$ cat src/design/bidrf_pkg.sv
package bidrf_pkg;

	localparam int PosBitsDefault  = 32;
	localparam int MaxDepthDefault = 64;

	// Width of the decimal length accumulator and of the skip counter.
	localparam int LenBits = 32;

	// Width of the offset fields on the result channel.
	localparam int OutBits = 32;

	localparam int          KeyLen     = 6;
	localparam logic [2:0]  KeyLenCode = 3'd6;

	localparam logic [7:0] CharDict  = 8'h64;  // 'd'
	localparam logic [7:0] CharList  = 8'h6C;  // 'l'
	localparam logic [7:0] CharEnd   = 8'h65;  // 'e'
	localparam logic [7:0] CharColon = 8'h3A;  // ':'
	localparam logic [7:0] CharZero  = 8'h30;  // '0'
	localparam logic [7:0] CharNine  = 8'h39;  // '9'

	typedef enum logic [1:0] {
		PH_SEARCH = 2'd0,
		PH_EXPECT = 2'd1,
		PH_SCAN   = 2'd2,
		PH_DONE   = 2'd3
	} phase_t;

	typedef enum logic [2:0] {
		ST_FOUND    = 3'd0,
		ST_NOKEY    = 3'd1,
		ST_NOTDICT  = 3'd2,
		ST_UNCLOSED = 3'd3,
		ST_DEEP     = 3'd4
	} status_t;

	// Characters of the key text "4:info".
	function automatic logic [7:0] key_char(input logic [2:0] idx);
		logic [7:0] ch;
		case (idx)
			3'd0:    ch = 8'h34;
			3'd1:    ch = 8'h3A;
			3'd2:    ch = 8'h69;
			3'd3:    ch = 8'h6E;
			3'd4:    ch = 8'h66;
			3'd5:    ch = 8'h6F;
			default: ch = 8'h00;
		endcase
		return ch;
	endfunction

endpackage

$ cat src/design/bencode_info_dict_range_finder.sv
// Channel | Direction | Handshake           | Payload
// --------+-----------+---------------------+-----------------------------------
// in      | input     | in_valid, in_stall  | data_byte[7:0], last_byte
// out     | output    | out_valid, out_stall| status[2:0], info_start[31:0],
//         |           |                     | info_end[31:0]
//
// One item is taken every cycle while in_stall is low; an item's result is
// registered in the result register as the item leaves the input register.
// The scanner state is updated by one registered pass per byte; the length
// accumulator multiply-by-ten add sets the longest path.
// arst_n clears all control state; the block then searches for the key.
// A stalled result holds the pipeline: in_stall rises only while the input
// register is full and the result register is full and stalled.
// After a last_byte item the block returns to its reset state.
module bencode_info_dict_range_finder #(
	parameter int POS_BITS  = bidrf_pkg::PosBitsDefault,
	parameter int MAX_DEPTH = bidrf_pkg::MaxDepthDefault
) (
	input  logic        clk,
	input  logic        arst_n,
	input  logic        in_valid,
	output logic        in_stall,
	input  logic [7:0]  data_byte,
	input  logic        last_byte,
	output logic        out_valid,
	input  logic        out_stall,
	output logic [2:0]  status,
	output logic [31:0] info_start,
	output logic [31:0] info_end
);

	localparam int DepthBits = $clog2(MAX_DEPTH + 1);
	localparam int LenBits   = bidrf_pkg::LenBits;
	localparam int OutBits   = bidrf_pkg::OutBits;

	// Input register
	logic       valid_s1;
	logic [7:0] data_s1;
	logic       last_s1;

	// Scanner state
	bidrf_pkg::phase_t     phase_q, phase_n;
	logic [2:0]            kcnt_q, kcnt_n;
	logic [POS_BITS-1:0]   pos_q, pos_n;
	logic [POS_BITS-1:0]   start_q, start_n;
	logic [DepthBits-1:0]  depth_q, depth_n;
	logic [LenBits-1:0]    acc_q, acc_n;
	logic                  digits_q, digits_n;
	logic [LenBits-1:0]    skip_q, skip_n;

	// Result register
	logic                  out_valid_q;
	bidrf_pkg::status_t    status_q;
	logic [OutBits-1:0]    start_out_q;
	logic [OutBits-1:0]    end_out_q;

	// Result of the current item
	logic                  res_hit;
	bidrf_pkg::status_t    res_status;
	logic [OutBits-1:0]    res_start;
	logic [OutBits-1:0]    res_end;

	logic                  advance;
	logic                  step;
	logic [7:0]            c;
	logic                  is_digit;
	logic [LenBits+3:0]    acc_ext;
	logic [LenBits+3:0]    acc_ten;
	logic [LenBits-1:0]    acc_sat;
	logic                  plain;
	logic                  found;
	logic                  deep;
	logic [POS_BITS+OutBits-1:0] start_wide;
	logic [POS_BITS+OutBits-1:0] end_wide;
	bidrf_pkg::phase_t     phase_pre;

	assign advance  = !out_valid_q || !out_stall;
	assign step     = valid_s1 && advance;
	assign in_stall = valid_s1 && !advance;

	assign c        = data_s1;
	assign is_digit = (c >= bidrf_pkg::CharZero) && (c <= bidrf_pkg::CharNine);
	assign acc_ext  = {4'b0, acc_q};
	assign acc_ten  = (acc_ext << 3) + (acc_ext << 1) + {{LenBits{1'b0}}, c[3:0]};
	assign acc_sat  = (|acc_ten[LenBits+3:LenBits]) ? {LenBits{1'b1}} : acc_ten[LenBits-1:0];

	always_ff @(posedge clk or negedge arst_n) begin
		if (!arst_n) begin
			valid_s1 <= 1'b0;
		end else if (!valid_s1 || advance) begin
			valid_s1 <= in_valid;
		end
	end

	always_ff @(posedge clk) begin
		if ((!valid_s1 || advance) && in_valid) begin
			data_s1 <= data_byte;
			last_s1 <= last_byte;
		end
	end

	// Next state of the scanner for the byte in the input register.
	always_comb begin
		phase_pre = phase_q;
		kcnt_n    = kcnt_q;
		start_n   = start_q;
		depth_n   = depth_q;
		acc_n     = acc_q;
		digits_n  = digits_q;
		skip_n    = skip_q;
		plain     = 1'b1;
		found     = 1'b0;
		deep      = 1'b0;
		case (phase_q)
			bidrf_pkg::PH_SEARCH: begin
				if (kcnt_q < bidrf_pkg::KeyLenCode && c == bidrf_pkg::key_char(kcnt_q)) begin
					kcnt_n = kcnt_q + 3'd1;
				end else begin
					kcnt_n = (c == bidrf_pkg::key_char(3'd0)) ? 3'd1 : 3'd0;
				end
				if (kcnt_n >= bidrf_pkg::KeyLenCode) begin
					phase_pre = bidrf_pkg::PH_EXPECT;
				end
			end
			bidrf_pkg::PH_EXPECT: begin
				if (c == bidrf_pkg::CharDict) begin
					start_n   = pos_q;
					depth_n   = DepthBits'(1);
					digits_n  = 1'b0;
					acc_n     = '0;
					skip_n    = '0;
					phase_pre = bidrf_pkg::PH_SCAN;
				end else begin
					phase_pre = bidrf_pkg::PH_DONE;
				end
			end
			bidrf_pkg::PH_SCAN: begin
				if (skip_q != '0) begin
					skip_n = skip_q - LenBits'(1);
					plain  = 1'b0;
				end else if (digits_q) begin
					if (is_digit) begin
						acc_n = acc_sat;
						plain = 1'b0;
					end else if (c == bidrf_pkg::CharColon) begin
						skip_n   = acc_q;
						digits_n = 1'b0;
						plain    = 1'b0;
					end else begin
						digits_n = 1'b0;
					end
				end
				if (plain) begin
					if (c == bidrf_pkg::CharDict || c == bidrf_pkg::CharList) begin
						if (depth_q >= DepthBits'(MAX_DEPTH)) begin
							deep      = 1'b1;
							phase_pre = bidrf_pkg::PH_DONE;
						end else begin
							depth_n = depth_q + DepthBits'(1);
						end
					end else if (c == bidrf_pkg::CharEnd) begin
						depth_n = (depth_q != '0) ? depth_q - DepthBits'(1) : '0;
						if (depth_n == '0) begin
							found     = 1'b1;
							phase_pre = bidrf_pkg::PH_DONE;
						end
					end else if (is_digit) begin
						digits_n = 1'b1;
						acc_n    = {{(LenBits-4){1'b0}}, c[3:0]};
					end
				end
			end
			default: begin
			end
		endcase

		pos_n   = pos_q + POS_BITS'(1);
		phase_n = phase_pre;
		if (last_s1) begin
			phase_n  = bidrf_pkg::PH_SEARCH;
			kcnt_n   = '0;
			pos_n    = '0;
			start_n  = '0;
			depth_n  = '0;
			acc_n    = '0;
			digits_n = 1'b0;
			skip_n   = '0;
		end
	end

	assign start_wide = {{OutBits{1'b0}}, start_q};
	assign end_wide   = {{OutBits{1'b0}}, pos_q + POS_BITS'(1)};

	// Result of the byte in the input register.
	always_comb begin
		res_hit    = 1'b0;
		res_status = bidrf_pkg::ST_FOUND;
		res_start  = '0;
		res_end    = '0;
		if (found) begin
			res_hit   = 1'b1;
			res_start = start_wide[OutBits-1:0];
			res_end   = end_wide[OutBits-1:0];
		end else if (deep) begin
			res_hit    = 1'b1;
			res_status = bidrf_pkg::ST_DEEP;
		end else if (phase_q == bidrf_pkg::PH_EXPECT && phase_pre == bidrf_pkg::PH_DONE) begin
			res_hit    = 1'b1;
			res_status = bidrf_pkg::ST_NOTDICT;
		end else if (last_s1) begin
			case (phase_pre)
				bidrf_pkg::PH_SEARCH: begin
					res_hit    = 1'b1;
					res_status = bidrf_pkg::ST_NOKEY;
				end
				bidrf_pkg::PH_EXPECT: begin
					res_hit    = 1'b1;
					res_status = bidrf_pkg::ST_NOTDICT;
				end
				bidrf_pkg::PH_SCAN: begin
					res_hit    = 1'b1;
					res_status = bidrf_pkg::ST_UNCLOSED;
				end
				default: begin
					res_hit = 1'b0;
				end
			endcase
		end
	end

	always_ff @(posedge clk or negedge arst_n) begin
		if (!arst_n) begin
			phase_q  <= bidrf_pkg::PH_SEARCH;
			kcnt_q   <= '0;
			pos_q    <= '0;
			start_q  <= '0;
			depth_q  <= '0;
			acc_q    <= '0;
			digits_q <= 1'b0;
			skip_q   <= '0;
		end else if (step) begin
			phase_q  <= phase_n;
			kcnt_q   <= kcnt_n;
			pos_q    <= pos_n;
			start_q  <= start_n;
			depth_q  <= depth_n;
			acc_q    <= acc_n;
			digits_q <= digits_n;
			skip_q   <= skip_n;
		end
	end

	always_ff @(posedge clk or negedge arst_n) begin
		if (!arst_n) begin
			out_valid_q <= 1'b0;
		end else if (advance) begin
			out_valid_q <= step && res_hit;
		end
	end

	always_ff @(posedge clk) begin
		if (step && res_hit) begin
			status_q    <= res_status;
			start_out_q <= res_start;
			end_out_q   <= res_end;
		end
	end

	assign out_valid  = out_valid_q;
	assign status     = status_q;
	assign info_start = start_out_q;
	assign info_end   = end_out_q;

	// A stream's last item leaves the scanner in its reset state.
	a_last_rearms: assert property (@(posedge clk) disable iff (!arst_n)
		step && last_s1 |=> phase_q == bidrf_pkg::PH_SEARCH && pos_q == '0 && kcnt_q == '0)
		else $error("scanner not rearmed after the last item");

	// While scanning, the opening dictionary is still open.
	a_scan_depth: assert property (@(posedge clk) disable iff (!arst_n)
		phase_q == bidrf_pkg::PH_SCAN |-> depth_q != '0)
		else $error("scan phase with zero depth");

	// Skipping and reading a length prefix only happen while scanning, never together.
	a_skip_digits: assert property (@(posedge clk) disable iff (!arst_n)
		(skip_q != '0 || digits_q) |-> phase_q == bidrf_pkg::PH_SCAN && !(skip_q != '0 && digits_q))
		else $error("string skip or length prefix outside the scan");

	// A found span comes only from a closing marker seen while scanning.
	a_found_from_scan: assert property (@(posedge clk) disable iff (!arst_n)
		step && found |-> phase_q == bidrf_pkg::PH_SCAN && c == bidrf_pkg::CharEnd)
		else $error("span reported outside the scan");

	// Depth never exceeds the bound.
	a_depth_bound: assert property (@(posedge clk) disable iff (!arst_n)
		depth_q <= DepthBits'(MAX_DEPTH))
		else $error("nesting depth above the bound");

endmodule

$ cat config.mk
export PLATFORM = sky130hd
export DESIGN_NAME = bencode_info_dict_range_finder
export DESIGN_NICKNAME = d
export VERILOG_FILES = /design/src/design/bidrf_pkg.sv /design/src/design/bencode_info_dict_range_finder.sv
export SDC_FILE = /design/constraint.sdc
export NUM_CORES = 1
export LEC_CHECK = 0
export BUFFER_PORTS_ARGS = -buffer_cell sky130_fd_sc_hd__buf_4
export CAP_MARGIN = 20
export CORE_MARGIN = 2
export CORE_UTILIZATION = 47
export DETAILED_ROUTE_END_ITERATION = 16
export GPL_TIMING_DRIVEN = 0
export PLACE_DENSITY_LB_ADDON = 0.08
export SLEW_MARGIN = 20
export SYNTH_ARGS = -nofsm -noshare
export SYNTH_HDL_FRONTEND = slang
export SYNTH_SLANG_ARGS = --single-unit
export TNS_END_PERCENT = 50
$ cat constraint.sdc
create_clock -name clk -period 6.8 [get_ports clk]
set_clock_uncertainty 0.2 [all_clocks]
set_input_delay 1.02 -clock clk [delete_from_list [all_inputs] [get_ports clk]]
set_output_delay 1.02 -clock clk [all_outputs]
set_load 0.01 [all_outputs]
# ---- Word level (Yosys, flattened, before mapping)
# Index checks and enable logic that the tools add are counted.
dict set report classes {
  eq_ne 23
  n_reduce_logical 33
  order_cmp 5
  n_addsub 7
  n_bitwise 1
  mux 78
}
# operator count
set ops {}
lappend ops {{$mux W32} 19}
lappend ops {{$pmux W32 S2} 2}
lappend ops {{$mux W7} 7}
lappend ops {{$pmux W7 S6} 1}
lappend ops {{$add A35 B33 Y36} 1}
lappend ops {{$add A36 B4 Y36} 1}
lappend ops {{$add A32 B1 Y32 const B} 1}
lappend ops {{$reduce_bool A32 Y1} 1}
lappend ops {{$sub A32 B1 Y32 const B} 1}
lappend ops {{$mux W1} 30}
lappend ops {{$eq A8 B7 Y1 const B} 3}
lappend ops {{$ne A4 B4 Y1 const B} 5}
lappend ops {{$mux W2} 9}
lappend ops {{$eq A8 B6 Y1 const B} 2}
lappend ops {{$mux W3} 5}
lappend ops {{$pmux W7 S2} 1}
lappend ops {{$pmux W2 S3} 2}
lappend ops {{$reduce_and A6 Y1} 2}
lappend ops {{$eq A8 B8 Y1} 1}
lappend ops {{$ge A8 B6 Y1 const B} 1}
lappend ops {{$le A8 B6 Y1 const B} 1}
lappend ops {{$mux W8} 1}
lappend ops {{$reduce_or A4 Y1} 2}
lappend ops {{$add A7 B1 Y7 const B} 1}
lappend ops {{other kinds (26)} 47}
dict set report word_totals {
  inputBits 13
  regBits 219
  word_cells 164
  out_inout_bits 69
}

# ---- Depth between registers and ports, before layout
dict set report logic_depth {
  ltp_word 18
  ltp_mapped 16
  ltp_nobuf 15
}

# ---- Worst setup path after synthesis
# Ideal clock, no wire load.
dict set report synth_path {
  path_kind {flip-flop to flip-flop}
  start {register skip_q[19]}
  end {register end_out_q[0] (netlist: info_end[0]) (enable)}
  required_ps 6068
  path_stages_with_launch 13
  synth_period_minus_slack_ps 7468
  path_buffers 0
  setup_ps 532
  t_arrival_ps 6736
  slack_ps -668
  cell_sequence {dfrtp_1 -> or3_4 -> or4b_4 -> or4_4 -> and4bb_1 -> nand3_1 -> nor2_2 -> nor2_1 -> and3_1 -> inv_1 -> ha_1 -> nand2_1 -> a31oi_1}
}
dict set report synth_between {
  elab_chain_len 13
  word_cells_on_any_way 21
  cone_classes {eq/ne (3); mux (13); reduce/logical (5)}
}
# item line_no
set synth_lines {}
lappend synth_lines {{from (decl)} bencode_info_dict_range_finder.sv:49} ;# logic [LenBits-1:0] skip_q, skip_n;
lappend synth_lines {{from (signal assigned)} bencode_info_dict_range_finder.sv:249} ;# skip_q <= skip_n;
lappend synth_lines {{$reduce_bool A32 Y1 *} bencode_info_dict_range_finder.sv:138} ;# if (skip_q != '0) begin
lappend synth_lines {{$mux W1 *} bencode_info_dict_range_finder.sv:138}
lappend synth_lines {{$mux W1 *} bencode_info_dict_range_finder.sv:114} ;# case (phase_q)
lappend synth_lines {{$mux W2} bencode_info_dict_range_finder.sv:153} ;# if (plain) begin
lappend synth_lines {{$pmux W2 S3} bencode_info_dict_range_finder.sv:114}
lappend synth_lines {{$eq A2 B2 Y1, or another cell as far along} bencode_info_dict_range_finder.sv:211} ;# case (phase_pre)
lappend synth_lines {{$reduce_or A3 Y1 (no source line)} --}
lappend synth_lines {{$mux W1} bencode_info_dict_range_finder.sv:211}
lappend synth_lines {{$mux W1} bencode_info_dict_range_finder.sv:210} ;# end else if (last_s1) begin
lappend synth_lines {{$mux W1} bencode_info_dict_range_finder.sv:207} ;# end else if (phase_q == bidrf_pkg::PH_EXPECT && phase_pre == bidrf_pkg::PH_DONE) begin
lappend synth_lines {{$mux W1} bencode_info_dict_range_finder.sv:204} ;# end else if (deep) begin
lappend synth_lines {{$mux W1 *} bencode_info_dict_range_finder.sv:200} ;# if (found) begin
lappend synth_lines {{$logic_and A1 B1 Y1 *} bencode_info_dict_range_finder.sv:262} ;# if (step && res_hit) begin
lappend synth_lines {{to (signal assigned)} bencode_info_dict_range_finder.sv:265} ;# end_out_q <= res_end;
lappend synth_lines {{to (decl)} bencode_info_dict_range_finder.sv:55} ;# logic [OutBits-1:0] end_out_q;
# Every way passes the cells marked *; elsewhere a longest branch is shown, timed or not. The select of a mux whose other input is x is not followed.
# A chain may end at the register's enable or synchronous reset.

# ---- Final worst setup path
dict set report layout_path {
  start {register skip_q[19]}
  end {register start_out_q[11] (netlist: info_start[11]) (enable)}
}
dict set report layout_between {
  elab_chain_len 13
  word_cells_on_any_way 21
  cone_classes {eq/ne (3); mux (13); reduce/logical (5)}
}
# item line_no
set layout_lines {}
lappend layout_lines {{$reduce_bool A32 Y1 *} bencode_info_dict_range_finder.sv:138}
lappend layout_lines {{$mux W1 *} bencode_info_dict_range_finder.sv:138}
lappend layout_lines {{$mux W1 *} bencode_info_dict_range_finder.sv:114}
lappend layout_lines {{$mux W2} bencode_info_dict_range_finder.sv:153}
lappend layout_lines {{$pmux W2 S3} bencode_info_dict_range_finder.sv:114}
lappend layout_lines {{$eq A2 B2 Y1, or another cell as far along} bencode_info_dict_range_finder.sv:211}
lappend layout_lines {{$reduce_or A3 Y1 (no source line)} --}
lappend layout_lines {{$mux W1} bencode_info_dict_range_finder.sv:211}
lappend layout_lines {{$mux W1} bencode_info_dict_range_finder.sv:210}
lappend layout_lines {{$mux W1} bencode_info_dict_range_finder.sv:207}
lappend layout_lines {{$mux W1} bencode_info_dict_range_finder.sv:204}
lappend layout_lines {{$mux W1 *} bencode_info_dict_range_finder.sv:200}
lappend layout_lines {{$logic_and A1 B1 Y1 *} bencode_info_dict_range_finder.sv:262}
lappend layout_lines {{to (signal assigned)} bencode_info_dict_range_finder.sv:264} ;# start_out_q <= res_start;
lappend layout_lines {{to (decl)} bencode_info_dict_range_finder.sv:54} ;# logic [OutBits-1:0] start_out_q;
# Marks and branches as above.

==> summary.md <==
| Metric | Value |
|---|---|
| First-iteration detailed-routing DRC count | approximately 760 |
| GRT Residual Overflow | 0 |
| Standard cell core area | 0.02688 mm² |
| Clock network latency to the later pin of the worst-skew pair | 530 ps |
| Kind of cell adding the most delay to the critical path | simple AND/OR/NAND/NOR gates |
| Root buffer selected by CTS | sky130_fd_sc_hd__clkbuf_16 |
| Total DRC errors in the routed layout | 0 |
| Post-CTS Setup Repair Bufs | 0 |
| Maximum vdd drop | ~0.00018 V |
| Crit path buf inv count | 3 |
| Synth Area in XOR/XNOR | 0.04298 |
| Maximum clock frequency | 180.7 MHz |
| Number of enable-type register cells in the synthesized netlist | 76 |
| Length of the first detailed-routing pass in iterations | 5 |
| RR Startpoint | skip_q[19]$_DFFE_PN0P_ |
| Dominant combinational cell family by area after synthesis | simple AND/OR/NAND/NOR gates |
| Adder-Cell Fraction of Synth Area | 0.07524 |
| End of the worst register-to-register path | info_start[11]$_SDFFCE_PN0P_ |
| Static Leakage | roughly 6.1 nW |
| Synthesized netlist net count | approximately 1500 |
| Total power of the final layout | between 2 and 3 mW |
| Worst-case headroom to the max-slew limit | 0.3602 |
| Maximum capacitance violations | 0 |
| Cell type of the slowest stage on the worst timing path | sky130_fd_sc_hd__a31oi_4 |
| Final hold violation count | 0 |
| DIE WIDTH | 169.3 µm |
| Worst r2r path cells | 14 |
| Final critical-path setup slack | roughly 1300 ps |
| Final worst path period need | ~5500 ps |
| Synth Register Bits | 219 |
| CTS HTree Levels | 1 |
| Crit Path Max Fanout | 25 |
| Sequential share of the synthesized area | 0.4565 |
| Worst path required time | 6830 ps |
| Sort of element at the start of the critical path | flip-flop |
| Worst hold slack | roughly 250 ps |
| Main flop type after synthesis | sky130_fd_sc_hd__dfrtp_1 |
| Total die area | roughly 0.029 mm² |
| Outcome | finished, final reports clean |
| Number of nets in the layout | around 1600 |
| Vias in the first global route | between 10000 and 15000 |
| Clk buf depth | 3 |
| Clock-pin transition on the worst setup and hold timing paths | roughly 60 ps |
| Total number of yosys warnings | 0 |
| Mux cell area share after synthesis | 0.007895 |
| Gr usage total | 0.2265 |
| Resized Gates After CTS | 0 |
| Setup crit start | skip_q[19]$_DFFE_PN0P_ |
| Antenna diodes | 0 |
| Cell chain of the critical path | or3_4, or4b_4, or4_4, and4bb_1, nand3_1, nor2_2, nor2_1, and3_1, inv_1, ha_1, nand2_1, a31oi_4, buf_16, buf_16 |
| Critical Path Sink Type | flip-flop |
| Simple-gate share of the synthesized area | 0.2036 |
| Ratio of cells with drive above 1 in the final layout | 0.09954 |
| Sink count of the clock tree | ~220 |
| Count of buffers inserted at the top-level ports | between 80 and 90 |
| Final-report max-slew violation count | 0 |
| Final setup fails | 0 |
| Netlist Area Pre-Place | 0.01284 mm² |
| Measured slew at the worst slew-check pin | 951.0 ps |
| Number of antenna violations at the first check in global routing | 0 |
| Data arrival time of the critical path | about 5600 ps |
| Count of cell types in the netlist | 69 |
| Synth async-reset ratio | 0.6530 |
| Num rows | 60 |
| Clock buffer count from CTS | 24 |
| Post-synthesis cell count | between 1000 and 1500 |
| Final clock period utilization by the worst path | 0.8137 |
| Routed WL | 32550 µm |
| Most used cell, CP | sky130_fd_sc_hd__buf_16 |
| Worst setup path category | reg -> reg |
| Floorplan die height | roughly 170 µm |
| DR WL/cell | about 17 µm |
| FILL cells | roughly 2500 |
| Weighted congestion reported at the end of routability-driven placement | 0.8644 |
| Effective utilization at floorplan | 0.4777 |
| CTS Hold Buffers Added | 0 |
| Setup slack at placement | around 1300 ps |
| Mean Syn Cell Area | 9.176 µm² |
| Power density over the cells | about 200 mW/mm² |
| Post-detailed-placement half-perimeter wirelength | between 20000 and 25000 µm |
| RSZ-0062 raised after global routing | no |
| TritonCTS clock tree | built |
| Wire length of the first global-routing pass | 52860 µm |
| Top-level port count | a little over 80 |
| DR vias | about 11000 |
| Reg2reg setup slack | around 1300 ps |
| Class of the most critical hold timing path | in -> async |
| Signed area change from the synthesized netlist to the final layout | 14.93% |
| Routed vias/inst | between 5 and 6 |
| Synthesized-area fraction occupied by ao, oa, aoi and oai cells | 0.1822 |
| Largest stage delay on the critical path | around 700 ps |
| Maximum number of pins on one net before global-route repair | 76 |
| Post-route ant nets | 0 |
## how the worst max path moves through the flow
stage                                               to  cells past startpoint  slack (ps)
final                     info_start[11]$_SDFFCE_PN0P_                     14        1270
after global routing      info_start[11]$_SDFFCE_PN0P_                     14         990
after CTS                 info_start[11]$_SDFFCE_PN0P_                     14        1260
after detailed placement   info_start[6]$_SDFFCE_PN0P_                     14        1280
after global placement     info_start[6]$_SDFFCE_PN0P_                     12        -420
after floorplan              info_end[0]$_SDFFCE_PN0P_                     12         950
## through the flow
step / TNS (ps) / utilization / instance area [µm²] / std cells
2_1_floorplan: 0 / - / 12840 / 1399
3_3_place_gp: -27680 / 0.5164 / 13880 / 1821
3_5_place_dp: 0 / 0.5201 / 13980 / 1824
4_1_cts: 0 / 0.5490 / 14750 / 1868
5_1_grt: 0 / 0.5490 / 14750 / 1868
6_report: 0 / 0.5490 / 14750 / 1868
## power by group
part	internal, mW	switching [mW]
combinational	0.0801	0.140
clock	0.764	0.523
sequential	1.40	0.0234
total	2.25	0.686
## cells in the mapped netlist, types with 3 or more instances
cell type	n	area share
sky130_fd_sc_hd__o211ai_1	39	0.023
sky130_fd_sc_hd__o31ai_1	23	0.013
sky130_fd_sc_hd__nor2_1	123	0.036
sky130_fd_sc_hd__o22ai_1	5	0.0024
sky130_fd_sc_hd__o21bai_1	3	0.0018
sky130_fd_sc_hd__nor3_1	35	0.014
sky130_fd_sc_hd__a22oi_1	6	0.0035
sky130_fd_sc_hd__xor2_1	33	0.023
sky130_fd_sc_hd__nand3b_1	3	0.0018
sky130_fd_sc_hd__o21ai_1	4	0.0016
sky130_fd_sc_hd__nor4_1	12	0.0058
sky130_fd_sc_hd__clkbuf_1	57	0.017
sky130_fd_sc_hd__nor3b_1	5	0.0029
sky130_fd_sc_hd__and4_1	4	0.0027
sky130_fd_sc_hd__or2_2	3	0.0015
sky130_fd_sc_hd__a21oi_1	77	0.030
sky130_fd_sc_hd__buf_1	4	0.0012
sky130_fd_sc_hd__buf_2	16	0.0062
sky130_fd_sc_hd__and3_1	18	0.0088
sky130_fd_sc_hd__o21a_1	3	0.0018
sky130_fd_sc_hd__inv_1	19	0.0056
sky130_fd_sc_hd__a211oi_1	6	0.0035
sky130_fd_sc_hd__or3_1	10	0.0049
sky130_fd_sc_hd__a22o_1	5	0.0034
sky130_fd_sc_hd__ha_1	74	0.072
sky130_fd_sc_hd__nand2_1	172	0.050
sky130_fd_sc_hd__mux2i_1	9	0.0070
sky130_fd_sc_hd__nand3_1	33	0.013
sky130_fd_sc_hd__o21ai_0	165	0.064
sky130_fd_sc_hd__nand2b_1	45	0.022
sky130_fd_sc_hd__a21o_1	11	0.0064
sky130_fd_sc_hd__nor2b_1	10	0.0049
sky130_fd_sc_hd__edfxtp_1	76	0.18
sky130_fd_sc_hd__o41ai_1	4	0.0027
sky130_fd_sc_hd__nand4_1	9	0.0044
sky130_fd_sc_hd__or4_1	4	0.0023
sky130_fd_sc_hd__a31oi_1	24	0.012
sky130_fd_sc_hd__nor4bb_1	3	0.0023
sky130_fd_sc_hd__xnor2_1	30	0.020
sky130_fd_sc_hd__dfrtp_1	143	0.28
sky130_fd_sc_hd__and2_1	39	0.019
## metal layers
layer / share of wire / global-route usage
met5: 0 / 0
met4: 0.019 / 0.05165
met3: 0.046 / 0.03405
met2: 0.47 / 0.3759
met1: 0.47 / 0.3150
## cell type report
class / count / area (µm²) / area share
plain buffers: 81 / 334.1 / 0.02264
clock inverters: 7 / 97.59 / 0.006615
repair buffers: 84 / 698.2 / 0.04732
multi-input cells: 1080 / 6586 / 0.4464
flip-flops and latches: 219 / 5861 / 0.3972
inverters: 19 / 71.32 / 0.004834
well taps: 341 / 426.7 / 0.02892
clock buffers: 37 / 679.4 / 0.04605
## flip-flops by register name, summed over array words and instances (netlist names)
signal	count
c	8
start_q	32
acc_q	32
kcnt_q	3
depth_q	7
digits_q	1
skip_q	32
status	3
info_start	32
info_end	32
valid_s1	1
pos_q	32
phase_q	2
out_valid	1
last_s1	1
## cell families after synthesis
| logic type | Yosys count |
|---|---|
| multiplexers | 10 |
| AND/OR/NAND/NOR | 538 |
| XOR/XNOR | 63 |
| flip-flops | 219 |
| buffers and inverters | 100 |
| adder cells (fa/ha/maj) | 76 |
| AO/OA/AOI/OAI | 393 |
## cells in the final DEF (no fill, tap or decap), types with 4 or more instances in the layout
cell	netlist	final
sky130_fd_sc_hd__ha_1	74	74
sky130_fd_sc_hd__clkbuf_16	0	24
sky130_fd_sc_hd__mux2i_1	9	9
sky130_fd_sc_hd__nand2b_1	45	45
sky130_fd_sc_hd__inv_1	19	19
sky130_fd_sc_hd__o21ai_0	165	165
sky130_fd_sc_hd__buf_1	4	4
sky130_fd_sc_hd__edfxtp_1	76	76
sky130_fd_sc_hd__a21o_1	11	11
sky130_fd_sc_hd__xor2_1	33	33
sky130_fd_sc_hd__a21oi_1	77	77
sky130_fd_sc_hd__nand3_1	33	33
sky130_fd_sc_hd__a22o_1	5	5
sky130_fd_sc_hd__nor3b_1	5	5
sky130_fd_sc_hd__and2_1	39	39
sky130_fd_sc_hd__nor4_1	12	12
sky130_fd_sc_hd__nor3_1	35	35
sky130_fd_sc_hd__and4_1	4	4
sky130_fd_sc_hd__dfrtp_1	143	143
sky130_fd_sc_hd__buf_4	2	82
sky130_fd_sc_hd__o41ai_1	4	4
sky130_fd_sc_hd__clkbuf_1	57	67
sky130_fd_sc_hd__or4_1	4	4
sky130_fd_sc_hd__xnor2_1	30	30
sky130_fd_sc_hd__or3_1	10	10
sky130_fd_sc_hd__a22oi_1	6	6
sky130_fd_sc_hd__a211oi_1	6	6
sky130_fd_sc_hd__o21ai_1	4	4
sky130_fd_sc_hd__nor2b_1	10	10
sky130_fd_sc_hd__nor2_1	123	123
sky130_fd_sc_hd__nand4_1	9	9
sky130_fd_sc_hd__and3_1	18	18
sky130_fd_sc_hd__nand2_1	172	172
sky130_fd_sc_hd__a31oi_1	24	23
sky130_fd_sc_hd__o31ai_1	23	23
sky130_fd_sc_hd__buf_2	16	16
sky130_fd_sc_hd__o211ai_1	39	39
sky130_fd_sc_hd__o22ai_1	5	5
(Power assumes the default switching activity.)
